**src/rtl/gbpi_pkg.sv**
```systemverilog
// Shared types and constants for the GPIO bank with pin interrupts.
// Depends on nothing; every other file of the block imports it.
package gbpi_pkg;

  localparam int DATA_W      = 32;
  localparam int ADDR_W      = 6;
  localparam int CMD_W       = 2;
  localparam int CFG_W       = 8;
  localparam int TRIG_W      = 3;
  localparam int PIN_COUNT_DEF = 32;

  typedef logic [DATA_W-1:0] data_t;
  typedef logic [ADDR_W-1:0] addr_t;
  typedef logic [CMD_W-1:0]  cmd_t;
  typedef logic [CFG_W-1:0]  pin_cfg_t;
  typedef logic [TRIG_W-1:0] trig_t;

  // Transaction commands
  localparam cmd_t CMD_READ   = 2'd0;
  localparam cmd_t CMD_WRITE  = 2'd1;
  localparam cmd_t CMD_SAMPLE = 2'd2;

  // Register word map above the per-pin config words
  localparam addr_t WORD_STATUS = 6'd32;
  localparam addr_t WORD_INPUT  = 6'd33;
  localparam addr_t WORD_OUTPUT = 6'd34;

  // Config byte fields
  localparam int CFG_OUT_BUF_BIT = 2;
  localparam int CFG_INT_EN_BIT  = 3;
  localparam int CFG_TRIG_LSB    = 5;

  // Trigger codes; the rest mean no trigger
  localparam trig_t TRIG_HIGH = 3'd0;
  localparam trig_t TRIG_LOW  = 3'd1;
  localparam trig_t TRIG_RISE = 3'd2;
  localparam trig_t TRIG_FALL = 3'd3;
  localparam trig_t TRIG_BOTH = 3'd4;

endpackage

```
**src/rtl/gbpi_ifs.sv**
```systemverilog
// Valid/ready channel interfaces for the GPIO bank: command in, result out.
// Depends on gbpi_pkg.
interface gbpi_in_if
  import gbpi_pkg::*;
();
  logic  valid;
  logic  ready;
  cmd_t  cmd;
  addr_t addr_word;
  data_t write_data;
  data_t pin_levels;

  modport source (output valid, output cmd, output addr_word, output write_data,
                  output pin_levels, input ready);
  modport sink   (input valid, input cmd, input addr_word, input write_data,
                  input pin_levels, output ready);
endinterface

interface gbpi_out_if
  import gbpi_pkg::*;
();
  logic  valid;
  logic  ready;
  data_t read_data;
  data_t pad_drive;
  data_t pad_enable;
  data_t irq_pending;
  logic  bad_address;

  modport source (output valid, output read_data, output pad_drive, output pad_enable,
                  output irq_pending, output bad_address, input ready);
  modport sink   (input valid, input read_data, input pad_drive, input pad_enable,
                  input irq_pending, input bad_address, output ready);
endinterface

```
**src/rtl/gpio_bank_with_pin_interrupts.sv**
```systemverilog
// GPIO bank with per-pin interrupts behind a word-addressed register map.
// An accepted transaction reaches its result through the input register, then the
// result register. Throughput: one transaction per cycle while out_ch is not stalled.
// Reset (rst_n low, synchronous): clears pin configs, output register, interrupt
// status, sampled pins and both stage valids. No clearing pass is needed.
// Depends on gbpi_pkg, gbpi_ifs (channels) and gbpi_trigger.
module gpio_bank_with_pin_interrupts
  import gbpi_pkg::*;
#(
  parameter int PIN_COUNT = PIN_COUNT_DEF
) (
  input  logic         clk,
  input  logic         rst_n,
  gbpi_in_if.sink      in_ch,
  gbpi_out_if.source   out_ch
);

  localparam int IDX_W = (PIN_COUNT > 1) ? $clog2(PIN_COUNT) : 1;
  localparam logic [2*DATA_W-1:0] MASK_WIDE = ((2*DATA_W)'(1) << PIN_COUNT) - (2*DATA_W)'(1);
  localparam data_t PIN_MASK = MASK_WIDE[DATA_W-1:0];
  localparam addr_t CFG_WORDS = ADDR_W'(PIN_COUNT);

  // Input register stage
  logic  s1_valid_r;
  cmd_t  s1_cmd_r;
  addr_t s1_addr_r;
  data_t s1_wdata_r;
  data_t s1_levels_r;

  // Architectural state
  pin_cfg_t [PIN_COUNT-1:0] cfg_r, cfg_nxt;
  logic [PIN_COUNT-1:0] out_bits_r, out_bits_nxt;
  logic [PIN_COUNT-1:0] status_r, status_nxt;
  logic [PIN_COUNT-1:0] sampled_r, sampled_nxt;

  // Result register
  logic  out_valid_r;
  data_t rdata_r, rdata_nxt;
  data_t drive_r;
  data_t enable_r, enable_nxt;
  data_t pending_r;
  logic  bad_r, bad_nxt;

  logic out_free;
  logic s1_adv;
  logic is_cfg, is_used, is_bus;
  logic [PIN_COUNT-1:0] now_levels;
  logic [PIN_COUNT-1:0] hit;

  // The result register frees up when empty or being taken; stage 1 advances
  // into it then, and can refill in the same cycle.
  assign out_free     = !out_valid_r || out_ch.ready;
  assign s1_adv       = s1_valid_r && out_free;
  assign in_ch.ready  = !s1_valid_r || out_free;

  always_ff @(posedge clk) begin
    if (!rst_n) begin
      s1_valid_r <= 1'b0;
    end else if (in_ch.ready) begin
      s1_valid_r <= in_ch.valid;
    end
  end

  always_ff @(posedge clk) begin
    if (in_ch.ready && in_ch.valid) begin
      s1_cmd_r    <= in_ch.cmd;
      s1_addr_r   <= in_ch.addr_word;
      s1_wdata_r  <= in_ch.write_data;
      s1_levels_r <= in_ch.pin_levels;
    end
  end

  // Decode the held transaction
  assign is_bus     = (s1_cmd_r == CMD_READ) || (s1_cmd_r == CMD_WRITE);
  assign is_cfg     = s1_addr_r < CFG_WORDS;
  assign is_used    = is_cfg || (s1_addr_r == WORD_STATUS) || (s1_addr_r == WORD_INPUT)
                      || (s1_addr_r == WORD_OUTPUT);
  assign now_levels = s1_levels_r[PIN_COUNT-1:0];

  gbpi_trigger #(
    .PIN_COUNT (PIN_COUNT)
  ) u_trigger (
    .cfg        (cfg_r),
    .cur_levels (now_levels),
    .old_levels (sampled_r),
    .hit        (hit)
  );

  // Next state: one write or one sample per transaction
  always_comb begin
    cfg_nxt      = cfg_r;
    out_bits_nxt = out_bits_r;
    status_nxt   = status_r;
    sampled_nxt  = sampled_r;
    if (s1_cmd_r == CMD_WRITE && is_used) begin
      priority if (is_cfg) begin
        cfg_nxt[s1_addr_r[IDX_W-1:0]] = s1_wdata_r[CFG_W-1:0];
      end else if (s1_addr_r == WORD_STATUS) begin
        // Write one to clear
        status_nxt = status_r & ~s1_wdata_r[PIN_COUNT-1:0];
      end else if (s1_addr_r == WORD_OUTPUT) begin
        out_bits_nxt = s1_wdata_r[PIN_COUNT-1:0];
      end else begin
        // Input word is read only: drop the write
        out_bits_nxt = out_bits_r;
      end
    end else if (s1_cmd_r == CMD_SAMPLE) begin
      status_nxt  = status_r | hit;
      sampled_nxt = now_levels;
    end
  end

  // Read mux and result fields, all showing post-transaction state
  always_comb begin
    rdata_nxt = '0;
    if (s1_cmd_r == CMD_READ && is_used) begin
      priority if (is_cfg) begin
        rdata_nxt = DATA_W'(cfg_r[s1_addr_r[IDX_W-1:0]]);
      end else if (s1_addr_r == WORD_STATUS) begin
        rdata_nxt = DATA_W'(status_r);
      end else if (s1_addr_r == WORD_INPUT) begin
        rdata_nxt = DATA_W'(sampled_r);
      end else begin
        rdata_nxt = DATA_W'(out_bits_r);
      end
    end
    bad_nxt = is_bus && !is_used;
    enable_nxt = '0;
    for (int i = 0; i < PIN_COUNT; i++) begin
      enable_nxt[i] = cfg_nxt[i][CFG_OUT_BUF_BIT];
    end
  end

  always_ff @(posedge clk) begin
    if (!rst_n) begin
      cfg_r      <= '0;
      out_bits_r <= '0;
      status_r   <= '0;
      sampled_r  <= '0;
    end else if (s1_adv) begin
      cfg_r      <= cfg_nxt;
      out_bits_r <= out_bits_nxt;
      status_r   <= status_nxt;
      sampled_r  <= sampled_nxt;
    end
  end

  always_ff @(posedge clk) begin
    if (!rst_n) begin
      out_valid_r <= 1'b0;
    end else if (out_free) begin
      out_valid_r <= s1_valid_r;
    end
  end

  always_ff @(posedge clk) begin
    if (s1_adv) begin
      rdata_r   <= rdata_nxt;
      drive_r   <= DATA_W'(out_bits_nxt);
      enable_r  <= enable_nxt;
      pending_r <= DATA_W'(status_nxt);
      bad_r     <= bad_nxt;
    end
  end

  assign out_ch.valid       = out_valid_r;
  assign out_ch.read_data   = rdata_r;
  assign out_ch.pad_drive   = drive_r;
  assign out_ch.pad_enable  = enable_r;
  assign out_ch.irq_pending = pending_r;
  assign out_ch.bad_address = bad_r;

`ifndef SYNTHESIS
  // Status bits only rise on a pin sample
  a_status_rise_on_sample: assert property (@(posedge clk) disable iff (!rst_n)
    (s1_adv && s1_cmd_r != CMD_SAMPLE) |=> ((status_r & ~$past(status_r)) == '0))
    else $error("interrupt status set without a sample");

  // A stalled result holds stage 1 in place
  a_stage1_hold: assert property (@(posedge clk) disable iff (!rst_n)
    (s1_valid_r && !out_free) |=> (s1_valid_r && $stable(s1_addr_r) && $stable(s1_cmd_r)))
    else $error("stage 1 moved while result stalled");

  // A flagged access returns no data
  a_bad_reads_zero: assert property (@(posedge clk) disable iff (!rst_n)
    (out_valid_r && bad_r) |-> (rdata_r == '0))
    else $error("bad address with nonzero read data");

  // Nothing appears on pins outside the bank
  a_pins_in_range: assert property (@(posedge clk) disable iff (!rst_n)
    out_valid_r |-> (((drive_r | enable_r | pending_r) & ~PIN_MASK) == '0))
    else $error("activity on pins beyond the bank");
`endif

endmodule

```
**src/rtl/gbpi_trigger.sv**
```systemverilog
// Per-pin interrupt trigger evaluation for one pin sample.
// Depends on gbpi_pkg.
module gbpi_trigger
  import gbpi_pkg::*;
#(
  parameter int PIN_COUNT = PIN_COUNT_DEF
) (
  input  pin_cfg_t [PIN_COUNT-1:0] cfg,
  input  logic     [PIN_COUNT-1:0] cur_levels,
  input  logic     [PIN_COUNT-1:0] old_levels,
  output logic     [PIN_COUNT-1:0] hit
);

  always_comb begin
    for (int i = 0; i < PIN_COUNT; i++) begin
      hit[i] = 1'b0;
      if (cfg[i][CFG_INT_EN_BIT]) begin
        unique case (cfg[i][CFG_TRIG_LSB +: TRIG_W])
          TRIG_HIGH: hit[i] = cur_levels[i];
          TRIG_LOW:  hit[i] = !cur_levels[i];
          TRIG_RISE: hit[i] = cur_levels[i] && !old_levels[i];
          TRIG_FALL: hit[i] = !cur_levels[i] && old_levels[i];
          TRIG_BOTH: hit[i] = cur_levels[i] != old_levels[i];
          default:   hit[i] = 1'b0;
        endcase
      end
    end
  end

endmodule
```
**src/flat_wrapper.sv**
```systemverilog
// flat-port wrapper written by rule: the top's interface ports become plain ports
module gpio_bank_with_pin_interrupts_flat import gbpi_pkg::*;
#(
  parameter int PIN_COUNT = PIN_COUNT_DEF
)
  (clk, rst_n, in_ch_valid, in_ch_cmd, in_ch_addr_word, in_ch_write_data, in_ch_pin_levels, in_ch_ready, out_ch_valid, out_ch_read_data, out_ch_pad_drive, out_ch_pad_enable, out_ch_irq_pending, out_ch_bad_address, out_ch_ready);
  gbpi_in_if in_ch_i ();
  gbpi_out_if out_ch_i ();
  input  logic clk;
  input  logic rst_n;
  input wire logic [$bits(in_ch_i.valid)-1:0] in_ch_valid;
  input wire logic [$bits(in_ch_i.cmd)-1:0] in_ch_cmd;
  input wire logic [$bits(in_ch_i.addr_word)-1:0] in_ch_addr_word;
  input wire logic [$bits(in_ch_i.write_data)-1:0] in_ch_write_data;
  input wire logic [$bits(in_ch_i.pin_levels)-1:0] in_ch_pin_levels;
  output wire logic [$bits(in_ch_i.ready)-1:0] in_ch_ready;
  output wire logic [$bits(out_ch_i.valid)-1:0] out_ch_valid;
  output wire logic [$bits(out_ch_i.read_data)-1:0] out_ch_read_data;
  output wire logic [$bits(out_ch_i.pad_drive)-1:0] out_ch_pad_drive;
  output wire logic [$bits(out_ch_i.pad_enable)-1:0] out_ch_pad_enable;
  output wire logic [$bits(out_ch_i.irq_pending)-1:0] out_ch_irq_pending;
  output wire logic [$bits(out_ch_i.bad_address)-1:0] out_ch_bad_address;
  input wire logic [$bits(out_ch_i.ready)-1:0] out_ch_ready;
  assign in_ch_i.valid = in_ch_valid;
  assign in_ch_i.cmd = in_ch_cmd;
  assign in_ch_i.addr_word = in_ch_addr_word;
  assign in_ch_i.write_data = in_ch_write_data;
  assign in_ch_i.pin_levels = in_ch_pin_levels;
  assign in_ch_ready = in_ch_i.ready;
  assign out_ch_valid = out_ch_i.valid;
  assign out_ch_read_data = out_ch_i.read_data;
  assign out_ch_pad_drive = out_ch_i.pad_drive;
  assign out_ch_pad_enable = out_ch_i.pad_enable;
  assign out_ch_irq_pending = out_ch_i.irq_pending;
  assign out_ch_bad_address = out_ch_i.bad_address;
  assign out_ch_i.ready = out_ch_ready;
  gpio_bank_with_pin_interrupts #(.PIN_COUNT(PIN_COUNT)) u_core (.clk(clk), .rst_n(rst_n), .in_ch(in_ch_i), .out_ch(out_ch_i));
endmodule
```
**config.mk**
```make
export PLATFORM = sky130hd
export DESIGN_NAME = gpio_bank_with_pin_interrupts_flat
export DESIGN_NICKNAME = d
export VERILOG_FILES = /design/src/rtl/gbpi_pkg.sv /design/src/rtl/gbpi_ifs.sv /design/src/rtl/gpio_bank_with_pin_interrupts.sv /design/src/rtl/gbpi_trigger.sv /design/src/flat_wrapper.sv
export SDC_FILE = /design/constraint.sdc
export NUM_CORES = 1
export LEC_CHECK = 0
export ABC_CLOCK_PERIOD_IN_PS = 12650
export BUFFER_PORTS_ARGS = -buffer_cell sky130_fd_sc_hd__buf_2
export CAP_MARGIN = 10
export CORE_MARGIN = 5
export CORE_UTILIZATION = 55
export CTS_CLUSTER_SIZE = 30
export DETAILED_ROUTE_END_ITERATION = 7
export GPL_TIMING_DRIVEN = 0
export HOLD_SLACK_MARGIN = 0.15
export PLACE_DENSITY = 0.73
export SYNTH_ARGS = -nofsm -noshare
export SYNTH_HDL_FRONTEND = slang
export SYNTH_SLANG_ARGS = --single-unit
```
**constraint.sdc**
```tcl
create_clock -name clk -period 12.65 [get_ports clk]
set_input_delay 1.8975 -clock clk [delete_from_list [all_inputs] [get_ports clk]]
set_output_delay 1.8975 -clock clk [all_outputs]
set_load 0.01 [all_outputs]
```
* Word level (Yosys, flattened, before mapping) *
Index checks and enable logic that the tools add are counted.

cells by class
  $lt $le $gt $ge = 3
  eq/ne operators = 165
  multiplexer cells = 82
  bitwise logic cells = 5
  reduce and logical (&&, ||, !) cells = 179

operator list
  kind                                                         count
  two-way mux 251 bit                                          2
  two-way mux 32 bit                                           10
  bitwise mux 256 bit                                          1
  == test 3 x 2 -> 1 bit (second input constant)               64
  case mux 1 bit (5 select lines)                              32
  == test 3 x 1 -> 1 bit (second input constant)               32
  == test 3 bit (second input constant)                        32
  logical NOT 3 bit                                            32
  logical AND 1 bit                                            70
  logical NOT 1 bit                                            67
  binary-select mux 8 bit (select 5 bit)                       1
  demux 8 bit (select 5 bit)                                   1
  bitwise AND 32 bit                                           1
  two-way mux 1 bit                                            32
  != test 1 bit                                                32
  inverter 32 bit                                              1
  OR 32 bit                                                    1
  two-way mux 8 bit                                            3
  == test 6 bit (second input constant)                        3
  logical OR 1 bit                                             6
  less-than comparator 5 x 6 -> 1 bit (second input constant)  1
  less-than comparator 6 bit (second input constant)           1
  AND reduction 3 bit                                          2
  >= comparator 5 x 1 -> 1 bit (second input constant)         1
  other kinds (5)                                              6

word-level totals
  register bits after elaboration = 555
  bits of input ports = 76
  output and inout bits = 131
  logic and storage cells = 513

* Depth between registers and ports, before layout *
  word-level depth = 7
  mapped depth = 9
  depth with buffers taken out = 6

* Modules after synthesis *
A second synthesis with hierarchy kept.

unflattened totals
  cell total of the unflattened synthesis = 2688
  area, all modules = 26754.4 um^2

by module, submodules not included
  module                         times used  cells each  area each (um^2)  seq. area each (um^2)
  gpio_bank_with_pin_interrupts  1           2368        24099.4           13122.6
  gbpi_trigger                   1           320         2655.0            0.0

* Worst setup path after synthesis *
Ideal clock, no wire load.

  path kind = input to register
  start point = input out_ch_ready
  end point = register u_core.status_r[3]
  library setup time = 0.121 ns
  arrival time = 5.900 ns
  data required time = 12.529 ns
  path slack = 6.629 ns
  stages = 7
  buffers on the path = 1
  cells stage by stage = nand2b_1 nand2_1 inv_1 and2_2 buf_4 a21boi_1 a2bb2o_1

between the ends
  longest elaborated chain between the ends = 2

ends and longest elaborated chain
  element               RTL line                              text
  start, declared       flat_wrapper.sv:23                    input wire logic [$bits(out_ch_i.ready)-1:0] out_ch_ready;
  logical OR 1 bit      gpio_bank_with_pin_interrupts.sv:52   assign out_free = !out_valid_r || out_ch.ready;
  logical AND 1 bit     gpio_bank_with_pin_interrupts.sv:53   assign s1_adv = s1_valid_r && out_free;
  via u_core.s1_adv     gpio_bank_with_pin_interrupts.sv:45   logic s1_adv;
  end signal, assigned  gpio_bank_with_pin_interrupts.sv:143  status_r <= status_nxt;
  end, declared         gpio_bank_with_pin_interrupts.sv:33   logic [PIN_COUNT-1:0] status_r, status_nxt;

The timed path passes the listed nets, and every way through them passes these cells.
A chain may end at the register's enable or synchronous reset.

* Worst setup path in the final report *
  start point = input out_ch_ready
  end point = output in_ch_ready

between the ends
  longest elaborated chain between the ends = 2

ends and longest elaborated chain
  element           RTL line                             text
  logical OR 1 bit  gpio_bank_with_pin_interrupts.sv:52
  logical OR 1 bit  gpio_bank_with_pin_interrupts.sv:54  assign in_ch.ready = !s1_valid_r || out_free;
  end, declared     flat_wrapper.sv:16                   output wire logic [$bits(in_ch_i.ready)-1:0] in_ch_ready;

Every way passes these cells.

==> summary.txt <==
Outcome
  – Outcome: finished clean

STA
  – Peak Freq: 0.211 GHz
  – Hold WS: 0.467 ns
  – Max-slew violations: 0
  – Worst Tran Pin Value: 1.19 ns
  – Max transition margin: 19.6%
  – Setup-failing EPs final: 0
  – Final worst-path cycle share: 37.4%
  – Fin. Hold Viols: 0
  – Period minus WS final: 4.74 ns
  – Setup TNS: 0 ns
  – Worst Skew: 0.0175 ns
  – RSZ-0062 raised after global routing: no

Global route
  – Number of global-route vias before repair: 21,600
  – First-pass GRT wire length: 137,000 µm
  – Initial antenna violation count: 6
  – GRT Util Overall: 34.2%
  – Pin count of the biggest net entering global routing: 80
  – Overflow after GRT: 0

Flow run
  – Number of max-cap violations: 0

Place
  – IO Port Bufs: 206
  – Dpl hpwl: 70,500 µm
  – Final GP Congestion: 1.02

Synthesis
  – Post-synth EDFFs: 201
  – Unique masters post-synth: 55
  – Post-synthesis sequential area ratio: 49.2%
  – Synthesized area per cell: 9.91 µm²
  – Main flop type after synthesis: dfxtp_1
  – Synth async-reset ratio: 0%
  – Seq cells post-synth: 555
  – Post-Synthesis Cells: 2,690
  – Synth Net Count: 2,830
  – Syn. warnings: 0
  – Synth Cell Area: 26,700 µm²

Route
  – Number of remaining DRC errors: 0
  – DR pass1 iterations: 6
  – DR vias/cell: 6.33
  – Routed WL: 94,500 µm
  – Antenna-violating nets left: 0
  – Mean routed wirelength per cell: 26.1 µm
  – Via count: 22,900
  – Initial DRC count: 2,787

Die
  – Row cnt: 80
  – Core box area: 47,800 µm²
  – Ports: 207
  – Initial Util: 55.7%
  – Die Footprint: 53,000 µm²
  – Die Ht: 230 µm
  – Die Wd: 230 µm

Worst setup path
  – Worst setup SP type: primary input
  – CP required: 10.75 ns
  – Endpoint type of the worst setup path: output port
  – WS Path Type: in -> out
  – Critical path fanouts, max: 7
  – CP Data Arrival Time: 2.84 ns

Final layout
  – Final net count: 3,097
  – Layout cells sized above 1: 15.7%
  – Fillcell total: 3,901
  – Commonest non-fill, non-tap cell in the layout: nand2_1
  – Most frequent cells in the layout: nand2_1, dfxtp_1, a21boi_0
  – Util after Layout: 63.6%
  – Layout area overhead: 14.0%

Clock network
  – Num CTS Buffers: 57
  – Max clock buf depth: 3
  – Clk_lat worst skew: 0.63 ns
  – CTS sink count: 555
  – Cts repair resizes: 0
  – Root Buffer: clkbuf_16
  – H-tree depth: 2
  – Clock Pin Slew Worst Setup and Hold Paths: 0.06 ns
  – CTS tree: built
  – CTS hold repair buffers: 0
  – Setup repair bufs after CTS: 0

Power
  – Total Power: 3.86 mW
  – VDD IR max: 0.125 mV
  – P_leak: 10.8 nW
  – Pwr/cell area: 127 nW/µm²

Min path
  – HP Class: reg -> reg
-- where the power goes --
| group | internal (mW) | total, mW | switching, mW | leakage, nW |
|---|---|---|---|---|
| clock network | 0.980 | 1.71 | 0.728 | 0.935 |
| registers | 1.88 | 1.91 | 0.0271 | 4.84 |
| logic | 0.0770 | 0.243 | 0.166 | 5.06 |
| total | 2.94 | 3.86 | 0.921 | 10.8 |
-- synthesized netlist by cell type, drive strengths merged (2+ instances only) --
cell,count,area (µm²)
a22oi,7,52.6
a21oi,40,200
inv,66,248
clkbuf,148,556
nand2b,6,45.0
edfxtp,201,6040
o21ai,193,966
nand2,507,1900
buf,56,332
nor3b,4,30.0
nor4b,35,334
mux2i,82,821
mux2,64,822
or4,9,67.6
a211oi,88,661
nor2b,35,219
and2,2,13.8
dfxtp,354,7090
a2bb2o,31,310
o22ai,16,100
nor2,108,422
ha,64,801
nand3,135,676
a21boi,352,2640
a221oi,8,70.1
nand3b,3,22.5
nand4b,2,17.5
mux4,40,901
o311ai,8,70.1
or4b,2,23.8
o2bb2ai,10,93.8
nor3,4,35.0
-- registers in the layout, summed over array words and instances (netlist names) --
| name | flops |
|---|---|
| u_core.out_ch.bad_address | 1 |
| u_core.cfg_r | 256 |
| u_core.s1_addr_r | 6 |
| u_core.out_bits_r | 32 |
| u_core.status_r | 32 |
| u_core.out_ch.pad_enable | 32 |
| u_core.s1_cmd_r | 2 |
| u_core.now_levels | 32 |
| u_core.out_ch.irq_pending | 32 |
| u_core.sampled_r | 32 |
| u_core.out_ch.valid | 1 |
| u_core.out_ch.read_data | 32 |
| u_core.s1_wdata_r | 32 |
| u_core.out_ch.pad_drive | 32 |
| u_core.s1_valid_r | 1 |
-- worst paths after layout --
kind                                                     start                                       end  slack, ns  cells past startpoint
worst max-delay path                              out_ch_ready                               in_ch_ready       7.91                      5
worst min-delay path            u_core.cfg_r[168]$_SDFFE_PN0P_            u_core.cfg_r[168]$_SDFFE_PN0P_       0.47                      2
worst max register to register   u_core.s1_addr_r[1]$_DFFE_PP_  u_core.out_ch.read_data[6]$_SDFFCE_PN0P_       9.31                      7
worst min register to register  u_core.cfg_r[168]$_SDFFE_PN0P_            u_core.cfg_r[168]$_SDFFE_PN0P_       0.47                      2
-- per-layer routing --
layer	wire [µm]	track usage [%]	vias to the layer above
met5	13	0	-
met4	4510	14.8	2
met3	9080	6.98	276
met2	42900	54.3	1269
met1	38000	45.7	11200
li1	-	-	10200
-- cells by family after synthesis --
kind of cell | synth area share, %
AOI/OAI and AO/OA | 19.4
xor gates and xnor gates | 0.0329
adders and majority gates | 3.00
buffers and inverters | 4.26
DFF | 49.2
muxes | 9.54
and+or+nand+nor | 14.6
-- worst max-delay path: stages --
cell and delay (ns):
buf_2 0.10, nor2b_1 0.10, clkbuf_1 0.43, nand2_1 0.13
buf_2 0.18
-- through the flow --
step	area, µm²	instances	setup WS (ns)
after floorplan	26700	2690	6.63
after global placement	28500	3511	4.91
after detailed placement	28500	3513	7.92
after CTS	30400	3620	7.92
after global routing	30400	3620	7.90
final	30400	3622	7.91
-- cell type report --
class / instances / area [µm²] / share of cell area (%)
Clock inverter: 29 / 248 / 0.815
Multi-Input combinational cell: 1865 / 12400 / 40.8
Clock buffer: 78 / 1630 / 5.35
Inverter: 66 / 253 / 0.831
Timing Repair Buffer: 208 / 1090 / 3.57
Antenna cell: 2 / 5.00 / 0.0165
Tap cell: 615 / 769 / 2.53
Buffer: 204 / 887 / 2.92
Sequential cell: 555 / 13100 / 43.2
Power figures use the tool's default switching activity.
